### config.mk
export PLATFORM = sky130hd
export DESIGN_NAME = salru_ctrl
export DESIGN_NICKNAME = d
export VERILOG_FILES = /design/src/sv/salru_pkg.sv /design/src/sv/salru_ctrl.sv
export SDC_FILE = /design/constraint.sdc
export NUM_CORES = 1
export LEC_CHECK = 0
export BUFFER_PORTS_ARGS = -buffer_cell sky130_fd_sc_hd__buf_2
export CAP_MARGIN = 40
export CORE_AREA = 3 3 40 42
export CTS_BUF_LIST = sky130_fd_sc_hd__clkbuf_4 sky130_fd_sc_hd__clkbuf_8
export DETAILED_ROUTE_END_ITERATION = 10
export DIE_AREA = 0 0 43 45
export GPL_TIMING_DRIVEN = 0
export SETUP_SLACK_MARGIN = 0.02
export SYNTH_ARGS = -nofsm -noshare
export SYNTH_HDL_FRONTEND = slang
export SYNTH_SLANG_ARGS = --single-unit
### constraint.sdc
create_clock -name clk -period 0.8 [get_ports clk]
set_input_delay 0.12 -clock clk [delete_from_list [all_inputs] [get_ports clk]]
set_output_delay 0.12 -clock clk [all_outputs]
set_load 0.1 [all_outputs]
### src/sv/salru_pkg.sv
// Shared types, codes and constants of the set-associative LRU cache simulator.
// Used by the controller, the datapath and the top level; depends on nothing.
package salru_pkg;

  localparam int MAX_SET_BITS = 8;
  localparam int MAX_WAYS     = 8;
  localparam int SETS         = 1 << MAX_SET_BITS;
  localparam int SET_W        = (MAX_SET_BITS > 0) ? MAX_SET_BITS : 1;
  localparam int RANK_W       = (MAX_WAYS > 1) ? $clog2(MAX_WAYS) : 1;
  localparam int WAYS_W       = $clog2(MAX_WAYS + 1);
  localparam int ADDR_W       = 32;
  localparam int TAG_W        = 32;
  localparam int CNT_W        = 32;
  localparam int CFG_W        = 5;
  localparam int CFG_IDX_W    = 2;

  typedef enum logic [1:0] {
    ACT_FETCH  = 2'd0,
    ACT_LOAD   = 2'd1,
    ACT_STORE  = 2'd2,
    ACT_MODIFY = 2'd3
  } action_t;

  typedef enum logic [1:0] {
    OUT_NONE  = 2'd0,
    OUT_HIT   = 2'd1,
    OUT_MISS  = 2'd2,
    OUT_EVICT = 2'd3
  } outcome_t;

  localparam logic [CFG_IDX_W-1:0] REG_SET_BITS    = 2'd0;
  localparam logic [CFG_IDX_W-1:0] REG_WAYS_IN_USE = 2'd1;
  localparam logic [CFG_IDX_W-1:0] REG_BLOCK_BITS  = 2'd2;

  typedef struct packed {
    logic          valid;
    logic [TAG_W-1:0]  tag;
    logic [RANK_W-1:0] rank;
  } line_t;

  typedef line_t [MAX_WAYS-1:0] row_t;

  // Commands from the controller to the datapath.
  typedef struct packed {
    logic capture;
    logic rd;
    logic wr;
  } ctrl_cmd_t;

  function automatic logic [CNT_W-1:0] sat_add(input logic [CNT_W-1:0] a,
                                                input logic [1:0] inc);
    logic [CNT_W:0] sum;
    sum = {1'b0, a} + {{(CNT_W-1){1'b0}}, inc};
    return sum[CNT_W] ? {CNT_W{1'b1}} : sum[CNT_W-1:0];
  endfunction

endpackage

### src/sv/salru_ctrl.sv
// Controller of the cache simulator: sequences capture, row read and row update.
// Depends on salru_pkg.
module salru_ctrl import salru_pkg::*; (
  input  logic      clk,
  input  logic      rst,
  input  logic      start,
  output logic      busy,
  output logic      done,
  output ctrl_cmd_t cmd
);

  typedef enum logic [1:0] {
    IDLE,
    READ,
    UPDATE
  } state_t;

  state_t state;

  always_ff @(posedge clk) begin
    if (rst) begin
      state <= IDLE;
      done  <= 1'b0;
    end else begin
      done <= 1'b0;
      case (state)
        IDLE: begin
          if (start) begin
            state <= READ;
          end
        end
        READ: begin
          state <= UPDATE;
        end
        UPDATE: begin
          state <= IDLE;
          done  <= 1'b1;
        end
        default: begin
          state <= IDLE;
        end
      endcase
    end
  end

  assign busy        = (state != IDLE);
  assign cmd.capture = (state == IDLE) && start;
  assign cmd.rd      = (state == READ);
  assign cmd.wr      = (state == UPDATE);

endmodule

# [Yosys cells after proc, flatten, opt, wreduce, memory -nomap -nowiden]
# Cells that the tools add are included.
# W data, S select, Z words.
[word_totals] inputBits=3 reg_bits=3 elab_cells=11
[op_classes] eq_ne=3 mux=3 n_reduce_logical=3
[op_table] operator="$pmux W2 S2" count=1
[op_table] operator="$eq A2 B1 Y1 const B" count=1
[op_table] operator="$eq A2 B2 Y1 const B" count=1
[op_table] operator="$logic_not A2 Y1" count=1
[op_table] operator="$mux W2" count=1
[op_table] operator="$ne A2 B2 Y1 const B" count=1
[op_table] operator="$reduce_bool A2 Y1" count=1
[op_table] operator="$logic_and A1 B1 Y1" count=1
[op_table] operator="$mux W1" count=1

# [Depth between registers and ports, before layout]
[depth] ltp_word=2 mapped_depth=1 depth_no_buf=1

# [Worst setup path after synthesis]
# No wires, ideal clock.
[synth_timing] path_type="flip-flop to output port" startpoint="register state[0]" endpoint="output port cmd[2] (netlist bit)" path_slack_ns=-1.884 t_arrival_ns=2.564 stages_incl_launch_ff=2 n_path_buf=0 t_required_ns=0.680 cell_sequence="dfxtp_1 > nor3b_1"
[synth_lines] element="from (decl)" line_no="salru_ctrl.sv:18" source="state_t state;"
[synth_lines] element="from (signal assigned)" line_no="salru_ctrl.sv:22" source="state <= IDLE;"
[synth_lines] element="from (signal assigned)" line_no="salru_ctrl.sv:29" source="state <= READ;"
[synth_lines] element="from (signal assigned)" line_no="salru_ctrl.sv:33" source="state <= UPDATE;"
[synth_lines] element="to (decl)" line_no="salru_ctrl.sv:9" source="output ctrl_cmd_t cmd"

==> impl_metrics.py <==
metrics = {
    "synthesis": {
        "synth_cells": 10,
        "ys.flop_type": "dfxtp_1",
        "synth.distinct_cells": 5,
        "synth_area_leaders": "dfxtp_1, nor3b_1, and2b_2",
        "synthesis.area_sq_um": 121.4,
        "syn_avg_cell_area_sq_um": 12.14,
        "ys_ff_latch": 3,
        "syn-num-nets": 13,
        "yosys_warnings": 0,
        "yosysTopAreaCell": "dfxtp_1",
        "synthArstFlopShare": 0,
        "seq_area_frac_synth": 0.4948,
        "synth_edf_count": 0,
        "synth_top_area_share": 0.4948,
        "synthTopCellsByCount": "dfxtp_1, nor3b_1, and2b_2, nor4b_2, or2_2",
    },
    "run_status": {
        "violations": "negative setup slack",
        "status": "finished, violations left",
    },
    "clock_network": {
        "ctsLongestPathBuffers": 2,
        "clock-sinks": 3,
        "root_buffer": "clkbuf_4",
        "h-tree-depth": 1,
        "cts.hold.buffers_added": 0,
        "cts_tree": "built",
        "numCtsBuffers": 3,
        "cts.clk_slew.worst_paths_ps": 30,
        "clock_latency_ps": 230,
    },
    "min_path": {
        "hold_class": "in -> reg",
        "min_delay_path_depth": 2,
    },
    "floorplan": {
        "io_pins": 8,
        "fp.dieH_um": 45,
        "rows": 13,
        "die_area_sq_mm": 0.001935,
        "fp.dieW_um": 43,
        "initial_core_util": 0.09445,
        "core_region_area_sq_mm": 0.001285,
    },
    "placed_design": {
        "io_buffers": 7,
        "post-dp-hpwl_um": 204.8,
        "gp_congestion": 0.5954,
    },
    "global_route": {
        "antenna_found_initial": 0,
        "grt_pass1_wl_um": 600,
        "grt_max_degree": 6,
        "grt_pass1_vias": 137,
        "track_usage": 0.04908,
        "grt.overflow.total": 0,
    },
    "setup_path": {
        "crit_buf_inv": 1,
        "r2r_cells": 3,
        "crit_type": "reg -> out",
        "crit_family": "flip-flops",
        "path_cells": "nor3b_4, buf_12",
        "path_depth": 2,
        "cp.required_ps": 680,
        "critPathSlowestCell": "dfxtp_4",
        "slowest_delay_ps": 350,
        "cp-start-kind": "register",
        "cp_max_fo": 5,
        "crit_path_end_kind": "output port",
        "cp.arrival_ps": 1020,
    },
    "route": {
        "viasPerCell": 3.256,
        "wl_per_cell_um": 8.513,
        "first_iter_violations": 1,
        "dr.pass1.iters": 4,
        "vias": 127,
        "drtAntennaViolNets": 0,
        "drt-total-wl_um": 332,
        "drc": 0,
    },
    "power_and_ir_drop": {
        "leakagePower_nw": 0.1464,
        "power.density_mw_per_mm2": 2010,
        "max-vdd-ir-drop_v": 0.0007540,
    },
    "sta": {
        "fin_crit_sh": 1.426,
        "skew_ps": 0.4079,
        "setup_viol": 8,
        "worst_slew_pin_slew_ps": 194.0,
        "rsz0062_at_grt": "yes",
        "fmax_mhz": 876.3,
        "drv_slew": 0,
        "hold_violations": 0,
        "setup_ws_ps": -341.1,
        "relSlewSlack": 0.8705,
        "worst_hold_slack_ps": 108.7,
        "period_needed_ps": 1141,
    },
    "run": {
        "max-cap-violations": 0,
    },
    "final_layout": {
        "nets": 28,
        "fill_cells": 135,
        "fin_util": 0.2707,
        "synthToLayoutAreaGrowth_pct": 186.6,
        "diodes": 0,
        "drive_above_1_share": 0.9583,
    },
}
## registers in the layout, summed over array words and instances (netlist names)
name / flops
state: 2
done: 1
## report_power, final
| part | internal [mW] | switching, mW |
|---|---|---|
| Sequential | 0.154 | 0.0106 |
| Clock | 0.220 | 0.0743 |
| Combinational | 0.0996 | 0.140 |
| Total | 0.474 | 0.225 |
## cells by family after synthesis
| logic type | Yosys count | share of synthesized area |
|---|---|---|
| simple gates | 7 | 0.5052 |
| flops | 3 | 0.4949 |
## what timing repair did
action                                  in CTS  in global routing
pin swaps                                    3                  3
endpoints found under the setup margin       5                  7
setup buffers                                2                  1
gates resized for setup                     24                  3
## cell usage in the layout, fill, tap and decap left out, drive strengths merged
cell type  netlist  layout
and2b            2       2
buf              0      10
clkbuf           0       4
dfxtp            3       3
nor3b            3       3
nor4b            1       1
or2              1       1
## per-stage QoR
stage / instances / worst slack, ps / TNS [ps] / power [mW] / instance area (sq um)
floorplan: 10 / -507.1 / -982.3 / 0.3063 / 137.6
global placement: 32 / -307.3 / -1120 / 0.3275 / 191.4
detailed placement: 32 / -313.2 / -1150 / 0.3286 / 191.4
CTS: 38 / -349.2 / -1426 / 0.6983 / 322.8
global route: 39 / -378.8 / -1829 / 0.7474 / 347.8
finish: 39 / -341.1 / -1537 / 0.6991 / 347.8
## final timing paths
| kind | startpoint | end | slack [ps] |
|---|---|---|---|
| worst min register to register | state[1] | state[0] | 570 |
| worst max register to register | state[0] | state[0] | -130 |
| worst max-delay path | state[0] | cmd[2] | -340 |
| worst min-delay path | rst | state[0] | 110 |
## layout make-up
type                       count  area, sq um  share of cell area
timing repair buffer          10        140.1              0.4029
multi-input combinational      7        90.09              0.2590
sequential                     3        68.82              0.1978
clock buffer                   4        30.03             0.08633
tap                           15        18.77             0.05396
## routing by layer
layer | global-route usage | wire length, um | vias to the layer above
met5 | 0 | 0 | -
met4 | 0.03614 | 0 | 0
met3 | 0.05976 | 42 | 0
met2 | 0.05988 | 119 | 10
met1 | 0.04327 | 170 | 53
li1 | - | - | 64
No activity file was read; power rests on OpenSTA's default activity.
